==> src/hdl/lsos_pkg.sv <==
// package: widths, reset values, register indexes and decision constants
package lsos_pkg;

    localparam int unsigned SECTORS_DEF       = 15;
    localparam int unsigned SECTOR_SIZE_DEF   = 50;
    localparam int unsigned MAX_SAMPLES_DEF   = 1024;
    localparam int unsigned BACKOFF_SCANS_DEF = 5;

    localparam int DIST_W     = 16;
    localparam int NODE_W     = 4;
    localparam int FIRST_W    = 10;
    localparam int MAG_W      = 7;
    localparam int SPEED_W    = 10;
    localparam int ANGLE_W    = 8;
    localparam int CMD_W      = 11;
    localparam int CFG_ADDR_W = 3;
    localparam int CFG_DATA_W = 16;

    localparam logic [FIRST_W-1:0] FIRST_INDEX_RST     = FIRST_W'(44);
    localparam logic [DIST_W-1:0]  INVALID_LIMIT_RST   = DIST_W'(20);
    localparam logic [DIST_W-1:0]  FAR_VALUE_RST       = DIST_W'(5600);
    localparam logic [DIST_W-1:0]  TURN_LIMIT_RST      = DIST_W'(600);
    localparam logic [DIST_W-1:0]  REVERSE_LIMIT_RST   = DIST_W'(250);
    localparam logic [MAG_W-1:0]   STEER_MAGNITUDE_RST = MAG_W'(30);
    localparam logic [SPEED_W-1:0] DRIVE_SPEED_RST     = SPEED_W'(280);
    localparam logic [NODE_W-1:0]  RANGE_NODE_RST      = NODE_W'(2);

    localparam logic [MAG_W-1:0]   MAG_MAX   = MAG_W'(90);
    localparam logic [SPEED_W-1:0] SPEED_MAX = SPEED_W'(1000);

    localparam int DEC_FIRST = 3;
    localparam int DEC_LAST  = 11;
    localparam int DEC_SPLIT = 8;

    typedef enum logic [CFG_ADDR_W-1:0] {
        CFG_FIRST_INDEX,
        CFG_INVALID_LIMIT,
        CFG_FAR_VALUE,
        CFG_TURN_LIMIT,
        CFG_REVERSE_LIMIT,
        CFG_STEER_MAGNITUDE,
        CFG_DRIVE_SPEED,
        CFG_RANGE_NODE
    } t_cfg_idx;

endpackage

==> src/hdl/lsos_smp_if.sv <==
// interface: range sample channel
interface lsos_smp_if import lsos_pkg::*; ();
    logic              valid;
    logic              ready;
    logic [DIST_W-1:0] distance;
    logic [NODE_W-1:0] source_node;
    logic              scan_last;

    modport source (output valid, distance, source_node, scan_last, input ready);
    modport sink   (input valid, distance, source_node, scan_last, output ready);
endinterface

==> src/hdl/lsos_res_if.sv <==
// interface: steering command channel
interface lsos_res_if import lsos_pkg::*; ();
    logic                      valid;
    logic                      ready;
    logic signed [ANGLE_W-1:0] steer_angle;
    logic signed [CMD_W-1:0]   drive_command;
    logic                      reversing;

    modport source (output valid, steer_angle, drive_command, reversing, input ready);
    modport sink   (input valid, steer_angle, drive_command, reversing, output ready);
endinterface

==> src/hdl/lidar_sector_obstacle_steer_top.sv <==
// top level: lidar sector minimum tracking and steering decision
// path: the last sample of a scan goes through the input register, the decision register and then the output register
// throughput: one sample per cycle; the input stalls only while a decided command
//   waits in the pipe and the output register still holds an untaken command
// reset: synchronous active low; registers return to defaults, sample index and
//   backoff count clear, sector minima reload at the first sample of each scan
module lidar_sector_obstacle_steer_top import lsos_pkg::*; #(
    parameter int unsigned SECTORS       = SECTORS_DEF,
    parameter int unsigned SECTOR_SIZE   = SECTOR_SIZE_DEF,
    parameter int unsigned MAX_SAMPLES   = MAX_SAMPLES_DEF,
    parameter int unsigned BACKOFF_SCANS = BACKOFF_SCANS_DEF
) (
    input  logic                  i_clk,
    input  logic                  i_rst_n,
    lsos_smp_if.sink              i_smp,
    lsos_res_if.source            o_res,
    input  logic                  i_cfg_we,
    input  logic [CFG_ADDR_W-1:0] i_cfg_idx,
    input  logic [CFG_DATA_W-1:0] i_cfg_data
);

    localparam int IDX_W  = $clog2(MAX_SAMPLES + 1);
    localparam int SEC_W  = $clog2(MAX_SAMPLES / SECTOR_SIZE + 1);
    localparam int OFF_W  = $clog2(SECTOR_SIZE + 1);
    localparam int SKIP_W = $clog2(BACKOFF_SCANS + 2);
    localparam int CMP_W  = (IDX_W > FIRST_W) ? IDX_W : FIRST_W;

    // configuration
    logic [FIRST_W-1:0] r_first;
    logic [DIST_W-1:0]  r_invalid;
    logic [DIST_W-1:0]  r_far;
    logic [DIST_W-1:0]  r_turn;
    logic [DIST_W-1:0]  r_rev_lim;
    logic [MAG_W-1:0]   r_steer;
    logic [SPEED_W-1:0] r_drive;
    logic [NODE_W-1:0]  r_node_sel;

    always_ff @(posedge i_clk) begin
        if (!i_rst_n) begin
            r_first    <= FIRST_INDEX_RST;
            r_invalid  <= INVALID_LIMIT_RST;
            r_far      <= FAR_VALUE_RST;
            r_turn     <= TURN_LIMIT_RST;
            r_rev_lim  <= REVERSE_LIMIT_RST;
            r_steer    <= STEER_MAGNITUDE_RST;
            r_drive    <= DRIVE_SPEED_RST;
            r_node_sel <= RANGE_NODE_RST;
        end else if (i_cfg_we) begin
            unique case (t_cfg_idx'(i_cfg_idx))
                CFG_FIRST_INDEX:     r_first    <= i_cfg_data[FIRST_W-1:0];
                CFG_INVALID_LIMIT:   r_invalid  <= i_cfg_data[DIST_W-1:0];
                CFG_FAR_VALUE:       r_far      <= i_cfg_data[DIST_W-1:0];
                CFG_TURN_LIMIT:      r_turn     <= i_cfg_data[DIST_W-1:0];
                CFG_REVERSE_LIMIT:   r_rev_lim  <= i_cfg_data[DIST_W-1:0];
                CFG_STEER_MAGNITUDE: r_steer    <= i_cfg_data[MAG_W-1:0];
                CFG_DRIVE_SPEED:     r_drive    <= i_cfg_data[SPEED_W-1:0];
                CFG_RANGE_NODE:      r_node_sel <= i_cfg_data[NODE_W-1:0];
                default: ;
            endcase
        end
    end

    // pipeline registers and state
    logic              r_in_v;
    logic [DIST_W-1:0] r_dist;
    logic [NODE_W-1:0] r_node;
    logic              r_last;
    logic [IDX_W-1:0]  r_idx;
    logic [SEC_W-1:0]  r_sec;
    logic [OFF_W-1:0]  r_off;
    logic [SKIP_W-1:0] r_skip;
    logic              r_skipped;
    logic [DIST_W-1:0] r_min [SECTORS];
    logic              r_d_v;
    logic              r_o_v;
    logic signed [ANGLE_W-1:0] r_angle;
    logic signed [CMD_W-1:0]   r_cmd;
    logic                      r_rev;

    logic advance;
    logic s1_fire;
    logic s2_fire;

    // stage 1 signals
    logic              scan_start;
    logic              cur_skipped;
    logic              in_range;
    logic              use_smp;
    logic [DIST_W-1:0] d_eff;
    logic [DIST_W-1:0] n_min [SECTORS];
    logic              decide;
    logic [SKIP_W-1:0] e_skip;
    logic [SKIP_W-1:0] n_skip;
    logic [IDX_W-1:0]  n_idx;
    logic [SEC_W-1:0]  n_sec;
    logic [OFF_W-1:0]  n_off;

    // stage 2 signals
    logic                      hit;
    logic                      left;
    logic                      rev;
    logic [MAG_W-1:0]          mag;
    logic [SPEED_W-1:0]        spd;
    logic signed [ANGLE_W-1:0] pos_angle;
    logic signed [ANGLE_W-1:0] n_angle;
    logic signed [CMD_W-1:0]   n_cmd;

    assign advance     = !(r_d_v && r_o_v && !o_res.ready);
    assign i_smp.ready = advance;
    assign s1_fire     = r_in_v && advance;
    assign s2_fire     = r_d_v && advance;

    // stage 1: sector minimum update
    assign e_skip      = (s2_fire && rev) ? SKIP_W'(BACKOFF_SCANS + 1) : r_skip;
    assign scan_start  = (r_idx == '0);
    assign cur_skipped = scan_start ? (e_skip != '0) : r_skipped;
    assign in_range    = (r_idx < IDX_W'(MAX_SAMPLES));
    assign use_smp     = in_range && (CMP_W'(r_idx) >= CMP_W'(r_first))
                         && (int'(r_sec) < int'(SECTORS));
    assign d_eff       = (r_dist <= r_invalid) ? r_far : r_dist;
    assign decide      = r_last && !cur_skipped && (r_node == r_node_sel);

    always_comb begin
        logic [DIST_W-1:0] base;
        for (int s = 0; s < int'(SECTORS); s++) begin
            base     = scan_start ? r_far : r_min[s];
            n_min[s] = (use_smp && (int'(r_sec) == s) && (base > d_eff)) ? d_eff : base;
        end
    end

    always_comb begin
        n_skip = e_skip;
        if (s1_fire && r_last && cur_skipped && (e_skip != '0)) begin
            n_skip = e_skip - SKIP_W'(1);
        end
    end

    always_comb begin
        n_idx = r_idx;
        n_sec = r_sec;
        n_off = r_off;
        if (r_last) begin
            n_idx = '0;
            n_sec = '0;
            n_off = '0;
        end else if (in_range) begin
            n_idx = r_idx + IDX_W'(1);
            if (r_off == OFF_W'(SECTOR_SIZE - 1)) begin
                n_off = '0;
                n_sec = r_sec + SEC_W'(1);
            end else begin
                n_off = r_off + OFF_W'(1);
            end
        end
    end

    // stage 2: steering decision
    always_comb begin
        hit  = 1'b0;
        left = 1'b0;
        rev  = 1'b0;
        for (int k = DEC_FIRST; k <= DEC_LAST; k++) begin
            if ((r_min[k-1] > r_min[k]) && (r_min[k] < r_turn)) begin
                hit  = 1'b1;
                left = (k < DEC_SPLIT);
            end
            if (r_min[k] <= r_rev_lim) begin
                rev = 1'b1;
            end
        end
    end

    assign mag       = (r_steer > MAG_MAX) ? MAG_MAX : r_steer;
    assign spd       = (r_drive > SPEED_MAX) ? SPEED_MAX : r_drive;
    assign pos_angle = ANGLE_W'(mag);
    assign n_angle   = !hit ? '0 : ((left ^ rev) ? pos_angle : -pos_angle);
    assign n_cmd     = rev ? CMD_W'(spd) : -CMD_W'(spd);

    always_ff @(posedge i_clk) begin
        if (!i_rst_n) begin
            r_in_v    <= 1'b0;
            r_idx     <= '0;
            r_sec     <= '0;
            r_off     <= '0;
            r_skip    <= '0;
            r_skipped <= 1'b0;
            r_d_v     <= 1'b0;
            r_o_v     <= 1'b0;
        end else begin
            if (advance) begin
                r_in_v <= i_smp.valid;
                r_d_v  <= s1_fire && decide;
            end
            if (s1_fire) begin
                r_idx <= n_idx;
                r_sec <= n_sec;
                r_off <= n_off;
                if (scan_start) begin
                    r_skipped <= (e_skip != '0);
                end
            end
            r_skip <= n_skip;
            if (s2_fire) begin
                r_o_v <= 1'b1;
            end else if (o_res.ready) begin
                r_o_v <= 1'b0;
            end
        end
    end

    always_ff @(posedge i_clk) begin
        if (advance) begin
            r_dist <= i_smp.distance;
            r_node <= i_smp.source_node;
            r_last <= i_smp.scan_last;
        end
        if (s1_fire) begin
            for (int s = 0; s < int'(SECTORS); s++) begin
                r_min[s] <= n_min[s];
            end
        end
        if (s2_fire) begin
            r_angle <= n_angle;
            r_cmd   <= n_cmd;
            r_rev   <= rev;
        end
    end

    assign o_res.valid         = r_o_v;
    assign o_res.steer_angle   = r_angle;
    assign o_res.drive_command = r_cmd;
    assign o_res.reversing     = r_rev;

    // checks
    a_skip_bound: assert property (@(posedge i_clk) disable iff (!i_rst_n)
        r_skip <= SKIP_W'(BACKOFF_SCANS + 1))
        else $error("backoff count out of range");

    a_idx_bound: assert property (@(posedge i_clk) disable iff (!i_rst_n)
        r_idx <= IDX_W'(MAX_SAMPLES))
        else $error("sample index beyond saturation");

    a_stall_cause: assert property (@(posedge i_clk) disable iff (!i_rst_n)
        !i_smp.ready |-> (o_res.valid && !o_res.ready && r_d_v))
        else $error("input stalled without a blocked command");

    a_rev_backoff: assert property (@(posedge i_clk) disable iff (!i_rst_n)
        (s2_fire && rev) |=> (r_skip != '0) && r_o_v)
        else $error("reverse without backoff");

endmodule

==> src/flat_wrapper.sv <==
// flat-port wrapper written by rule: the top's interface ports become plain ports
module lidar_sector_obstacle_steer_top_flat import lsos_pkg::*;
#(
    parameter int unsigned SECTORS       = SECTORS_DEF,
    parameter int unsigned SECTOR_SIZE   = SECTOR_SIZE_DEF,
    parameter int unsigned MAX_SAMPLES   = MAX_SAMPLES_DEF,
    parameter int unsigned BACKOFF_SCANS = BACKOFF_SCANS_DEF
)
  (i_clk, i_rst_n, i_cfg_we, i_cfg_idx, i_cfg_data, i_smp_valid, i_smp_distance, i_smp_source_node, i_smp_scan_last, i_smp_ready, o_res_valid, o_res_steer_angle, o_res_drive_command, o_res_reversing, o_res_ready);
  lsos_smp_if i_smp_i ();
  lsos_res_if o_res_i ();
  input  logic i_clk;
  input  logic i_rst_n;
  input  logic i_cfg_we;
  input  logic [CFG_ADDR_W-1:0] i_cfg_idx;
  input  logic [CFG_DATA_W-1:0] i_cfg_data;
  input wire logic [$bits(i_smp_i.valid)-1:0] i_smp_valid;
  input wire logic [$bits(i_smp_i.distance)-1:0] i_smp_distance;
  input wire logic [$bits(i_smp_i.source_node)-1:0] i_smp_source_node;
  input wire logic [$bits(i_smp_i.scan_last)-1:0] i_smp_scan_last;
  output wire logic [$bits(i_smp_i.ready)-1:0] i_smp_ready;
  output wire logic [$bits(o_res_i.valid)-1:0] o_res_valid;
  output wire logic [$bits(o_res_i.steer_angle)-1:0] o_res_steer_angle;
  output wire logic [$bits(o_res_i.drive_command)-1:0] o_res_drive_command;
  output wire logic [$bits(o_res_i.reversing)-1:0] o_res_reversing;
  input wire logic [$bits(o_res_i.ready)-1:0] o_res_ready;
  assign i_smp_i.valid = i_smp_valid;
  assign i_smp_i.distance = i_smp_distance;
  assign i_smp_i.source_node = i_smp_source_node;
  assign i_smp_i.scan_last = i_smp_scan_last;
  assign i_smp_ready = i_smp_i.ready;
  assign o_res_valid = o_res_i.valid;
  assign o_res_steer_angle = o_res_i.steer_angle;
  assign o_res_drive_command = o_res_i.drive_command;
  assign o_res_reversing = o_res_i.reversing;
  assign o_res_i.ready = o_res_ready;
  lidar_sector_obstacle_steer_top #(.SECTORS(SECTORS), .SECTOR_SIZE(SECTOR_SIZE), .MAX_SAMPLES(MAX_SAMPLES), .BACKOFF_SCANS(BACKOFF_SCANS)) u_core (.i_clk(i_clk), .i_rst_n(i_rst_n), .i_smp(i_smp_i), .o_res(o_res_i), .i_cfg_we(i_cfg_we), .i_cfg_idx(i_cfg_idx), .i_cfg_data(i_cfg_data));
endmodule
==> config.mk <==
export PLATFORM = sky130hd
export DESIGN_NAME = lidar_sector_obstacle_steer_top_flat
export DESIGN_NICKNAME = d
export VERILOG_FILES = /design/src/hdl/lsos_pkg.sv /design/src/hdl/lsos_smp_if.sv /design/src/hdl/lsos_res_if.sv /design/src/hdl/lidar_sector_obstacle_steer_top.sv /design/src/flat_wrapper.sv
export SDC_FILE = /design/constraint.sdc
export NUM_CORES = 1
export LEC_CHECK = 0
export BUFFER_PORTS_ARGS = -buffer_cell sky130_fd_sc_hd__buf_4
export CORE_ASPECT_RATIO = 0.75
export CORE_MARGIN = 2
export CORE_UTILIZATION = 38
export CTS_BUF_LIST = sky130_fd_sc_hd__clkbuf_4 sky130_fd_sc_hd__clkbuf_8
export DETAILED_ROUTE_END_ITERATION = 10
export REMOVE_ABC_BUFFERS = 1
export SLEW_MARGIN = 20
export SYNTH_ARGS = -nofsm -noshare
export SYNTH_HDL_FRONTEND = slang
export SYNTH_SLANG_ARGS = --single-unit
export TNS_END_PERCENT = 20
==> constraint.sdc <==
create_clock -name i_clk -period 8.85 [get_ports i_clk]
set_input_delay 1.77 -clock i_clk [delete_from_list [all_inputs] [get_ports i_clk]]
set_output_delay 1.77 -clock i_clk [all_outputs]
set_load 0.01 [all_outputs]
==> metrics.txt <==
Die H=242 um; max_cap viols=0; Seq pwr share=0.398; largest net degree at the start of global routing=101; Worst path slowest cell=o311ai_4; Power, Total=4.44 mW; slew margin rel.=0.279; most used flip-flop cell after synthesis=edfxtp_1; clk sink count=325; min-delay src=u_core.r_turn[11]; Fin Clk Skew=0.0345 ns; initial antenna violation count=3; RR Endpoint=u_core.r_min[0][73]; Post-DRT Antenna Nets=0; CP arrival=6.31 ns; CP bufs+invs=3; Starting Density=0.383; reg2reg start=u_core.r_dist[9]; std cell rows=87; Die Span X=322 um; total wire length=102000 um; number of setup buffers added after CTS=0; EDFF count, synth=201; Hold Path End=u_core.r_turn[11]; R2R depth=21; Pint=roughly 2.9 mW; fmax=0.173 GHz; total track usage=0.257; Final Wtd Congestion=0.916; CTS buffer count=54; sequence of cells on the critical path=ha_1 -> a21o_1 -> a21o_1 -> a21o_1 -> a21oi_1 -> o21ai_0 -> o221ai_1 -> a21oi_2 -> buf_4 -> mux2i_2 -> buf_4 -> ha_1 -> a21o_1 -> a21o_1 -> a21oi_1 -> nor2b_1 -> o21ai_0 -> a21boi_0 -> o311ai_4 -> buf_4 -> mux2i_1; most frequent CP cell=a21o_1; drt via density=5.80; Yosys warnings=0; CTS tree=yes; synth unique cells=75; Critical Path RT=9.37 ns; worst skew pair latency=0.70 ns; area of the core=75000 um^2; Hold WC Path Type=register to register; first-pass GRT wire length=150000 um; cts hold-fix bufs=0; pins over their slew limit=0; Detailed Route Iter0 Violations=2613; Placement Setup Slack=3.30 ns; ant diodes=0; Largest stage delay, worst path=0.66 ns; VDD IR-drop max=130 uV; hpwl dp=approximately 73000 um; Power per Cell Area=roughly 140 nW/um^2; DRC=0; Layout fillers=7357; mapped cell area=about 29000 um^2; nature of the critical path startpoint=register; post-route setup TNS=0 ns; final hold slack=0.455 ns; IO buf count=66; Clock Pin Slew Worst Setup and Hold Paths=approximately 0.060 ns; clk buf depth=3; synthesis-to-finish area growth=10.7%; Cells after Synth=3183; critical path class=register to register; Slew @ Worst Pin=1.08 ns; reg2reg setup slack=between 3 and 4 ns; Via Count=24.9k; combinational power share=0.260; full die area=77900 um^2; total gr overflow=0; crit-path max FO=20; fin crit share=0.655; fin util=0.425; Final nets=between 3k and 4k; Final Setup Violations=0; vias in the first global route=22.9k; status=complete, no violations; # IOs=67; critical path depth in cells=21; setup repair after global routing missed its margin=false; H-tree depth=2; DR pass1 iterations=5; WHS Path Cells=2; clock network power share=0.342; Lkg Pwr=15.1 nW; PnR worst setup slack=3.06 ns; Period minus WS final=5.79 ns; Avg Inst Size Synth=approximately 9 um^2; crit-path leading delay family=compound AO/OA/AOI/OAI gates; Seq/Total Area, Yosys=0.296; switching power=1.51 mW; number of gates resized after CTS=0; Final Hold Viols=0; CP Capture Type=register; share of flip-flops with an asynchronous set or reset=0; share of cells above drive strength 1=0.0825; switching part of the total=0.341; routed wire length per instance=23.7 um; #FFs+latches synth=325; CTS Root Cell=clkbuf_8
[worst reg2reg max path, cell delays in order, from the launching register on]
cell      delay [ns]
edfxtp_1        0.41
ha_1            0.33
a21o_1          0.14
a21o_1          0.12
a21o_1          0.10
a21oi_1         0.06
o21ai_0         0.20
o221ai_1        0.17
a21oi_2         0.13
buf_4           0.36
mux2i_2         0.25
buf_4           0.43
ha_1            0.39
a21o_1          0.18
a21o_1          0.17
a21oi_1         0.16
nor2b_1         0.06
o21ai_0         0.44
a21boi_0        0.28
o311ai_4        0.66
buf_4           0.34
mux2i_1         0.24
[final cells by class]
type / instances / area [um^2] / area share
inverters: 385 / 1450 / 0.0455
clock inverters: 15 / 156 / 0.00491
well taps: 979 / 1220 / 0.0385
clock buffers: 84 / 1030 / 0.0324
flip-flops and latches: 325 / 8520 / 0.268
multi-input cells: 2376 / 18500 / 0.582
repair buffers: 125 / 938 / 0.0295
[registers in the layout, indices dropped and copies added, names as in the netlist, 3 cells and up]
signal / cells
u_core.r_turn: 16
u_core.r_drive: 10
u_core.r_off: 6
u_core.r_invalid: 16
u_core.r_far: 16
u_core.r_min: 160
u_core.r_sec: 5
u_core.o_res.drive_command: 11
u_core.o_res.steer_angle: 8
u_core.r_first: 10
u_core.r_node_sel: 4
u_core.r_skip: 3
u_core.r_rev_lim: 16
u_core.r_node: 4
u_core.r_steer: 7
u_core.r_dist: 16
u_core.r_idx: 11
[metal layers]
layer	routed length (um)	global-route usage	part of all wire	vias up
li1	-	-	-	11900
met1	47700	0.381	0.47	11700
met2	38500	0.345	0.38	1115
met3	12500	0.0893	0.12	173
met4	3070	0.0753	0.030	2
met5	40	0	0.00039	-
[worst max path at each step]
stage / from / slack [ns] / to
5_1_grt: u_core.r_dist[9] / 2.86 / u_core.r_min[0][73]
3_3_place_gp: u_core.r_dist[9] / 3.28 / u_core.r_min[0][75]
3_5_place_dp: u_core.r_dist[9] / 3.30 / u_core.r_min[0][72]
6_report: u_core.r_dist[9] / 3.06 / u_core.r_min[0][73]
2_1_floorplan: u_core.r_idx[2] / 1.33 / u_core.r_min[0][64]
4_1_cts: u_core.r_dist[9] / 3.27 / u_core.r_min[0][73]
[power by group through the flow]
stage                     logic, mW  registers [mW]  clock network, mW
after floorplan               0.740            1.76                  0
after global placement         1.11            1.80                  0
after detailed placement       1.12            1.80                  0
after CTS                      1.12            1.76               1.54
after global routing           1.28            1.77               1.60
final                          1.15            1.77               1.52
[through the flow]
step                      std cells  area (um^2)
final                          4289        31800
after global routing           4289        31800
after CTS                      4289        31800
after detailed placement       4190        30600
after global placement         4190        30600
after floorplan                3086        28400
[cells in the final DEF (no fill, tap or decap), types with 43 or more instances in the layout]
master,instances
nand4_1,130
mux2i_1,171
a21oi_1,408
o21ai_0,100
a21o_1,64
nor2_1,112
edfxtp_1,201
nand2_1,270
nand3_1,59
buf_4,125
clkbuf_8,64
ha_1,621
dfxtp_1,124
o21a_1,43
inv_1,383
[cell usage after synthesis, drive strengths merged, types with 42 or more instances]
cell / number / share of area
nand4: 130 / 0.028
mux2i: 186 / 0.065
nor2: 112 / 0.015
ha: 621 / 0.27
o211ai: 49 / 0.014
o21ai: 100 / 0.017
inv: 385 / 0.050
clkbuf: 82 / 0.011
o21a: 43 / 0.011
nand2: 270 / 0.035
nor2b: 42 / 0.0091
edfxtp: 201 / 0.21
a21o: 64 / 0.017
dfxtp: 124 / 0.086
a21oi: 410 / 0.072
nand3: 59 / 0.010
[cell families (layout without fill, tap and decap cells)]
family | after synthesis | in the layout | share of synthesized area
AOI/OAI and AO/OA | 786 | 786 | 0.166
and+or+nand+nor | 759 | 759 | 0.131
adders and majority gates | 621 | 621 | 0.270
buffers and inverters | 482 | 609 | 0.0638
DFF | 325 | 325 | 0.296
muxes | 186 | 186 | 0.0647
xor gates and xnor gates | 24 | 24 | 0.00731
No activity file was read; power rests on OpenSTA's default activity.
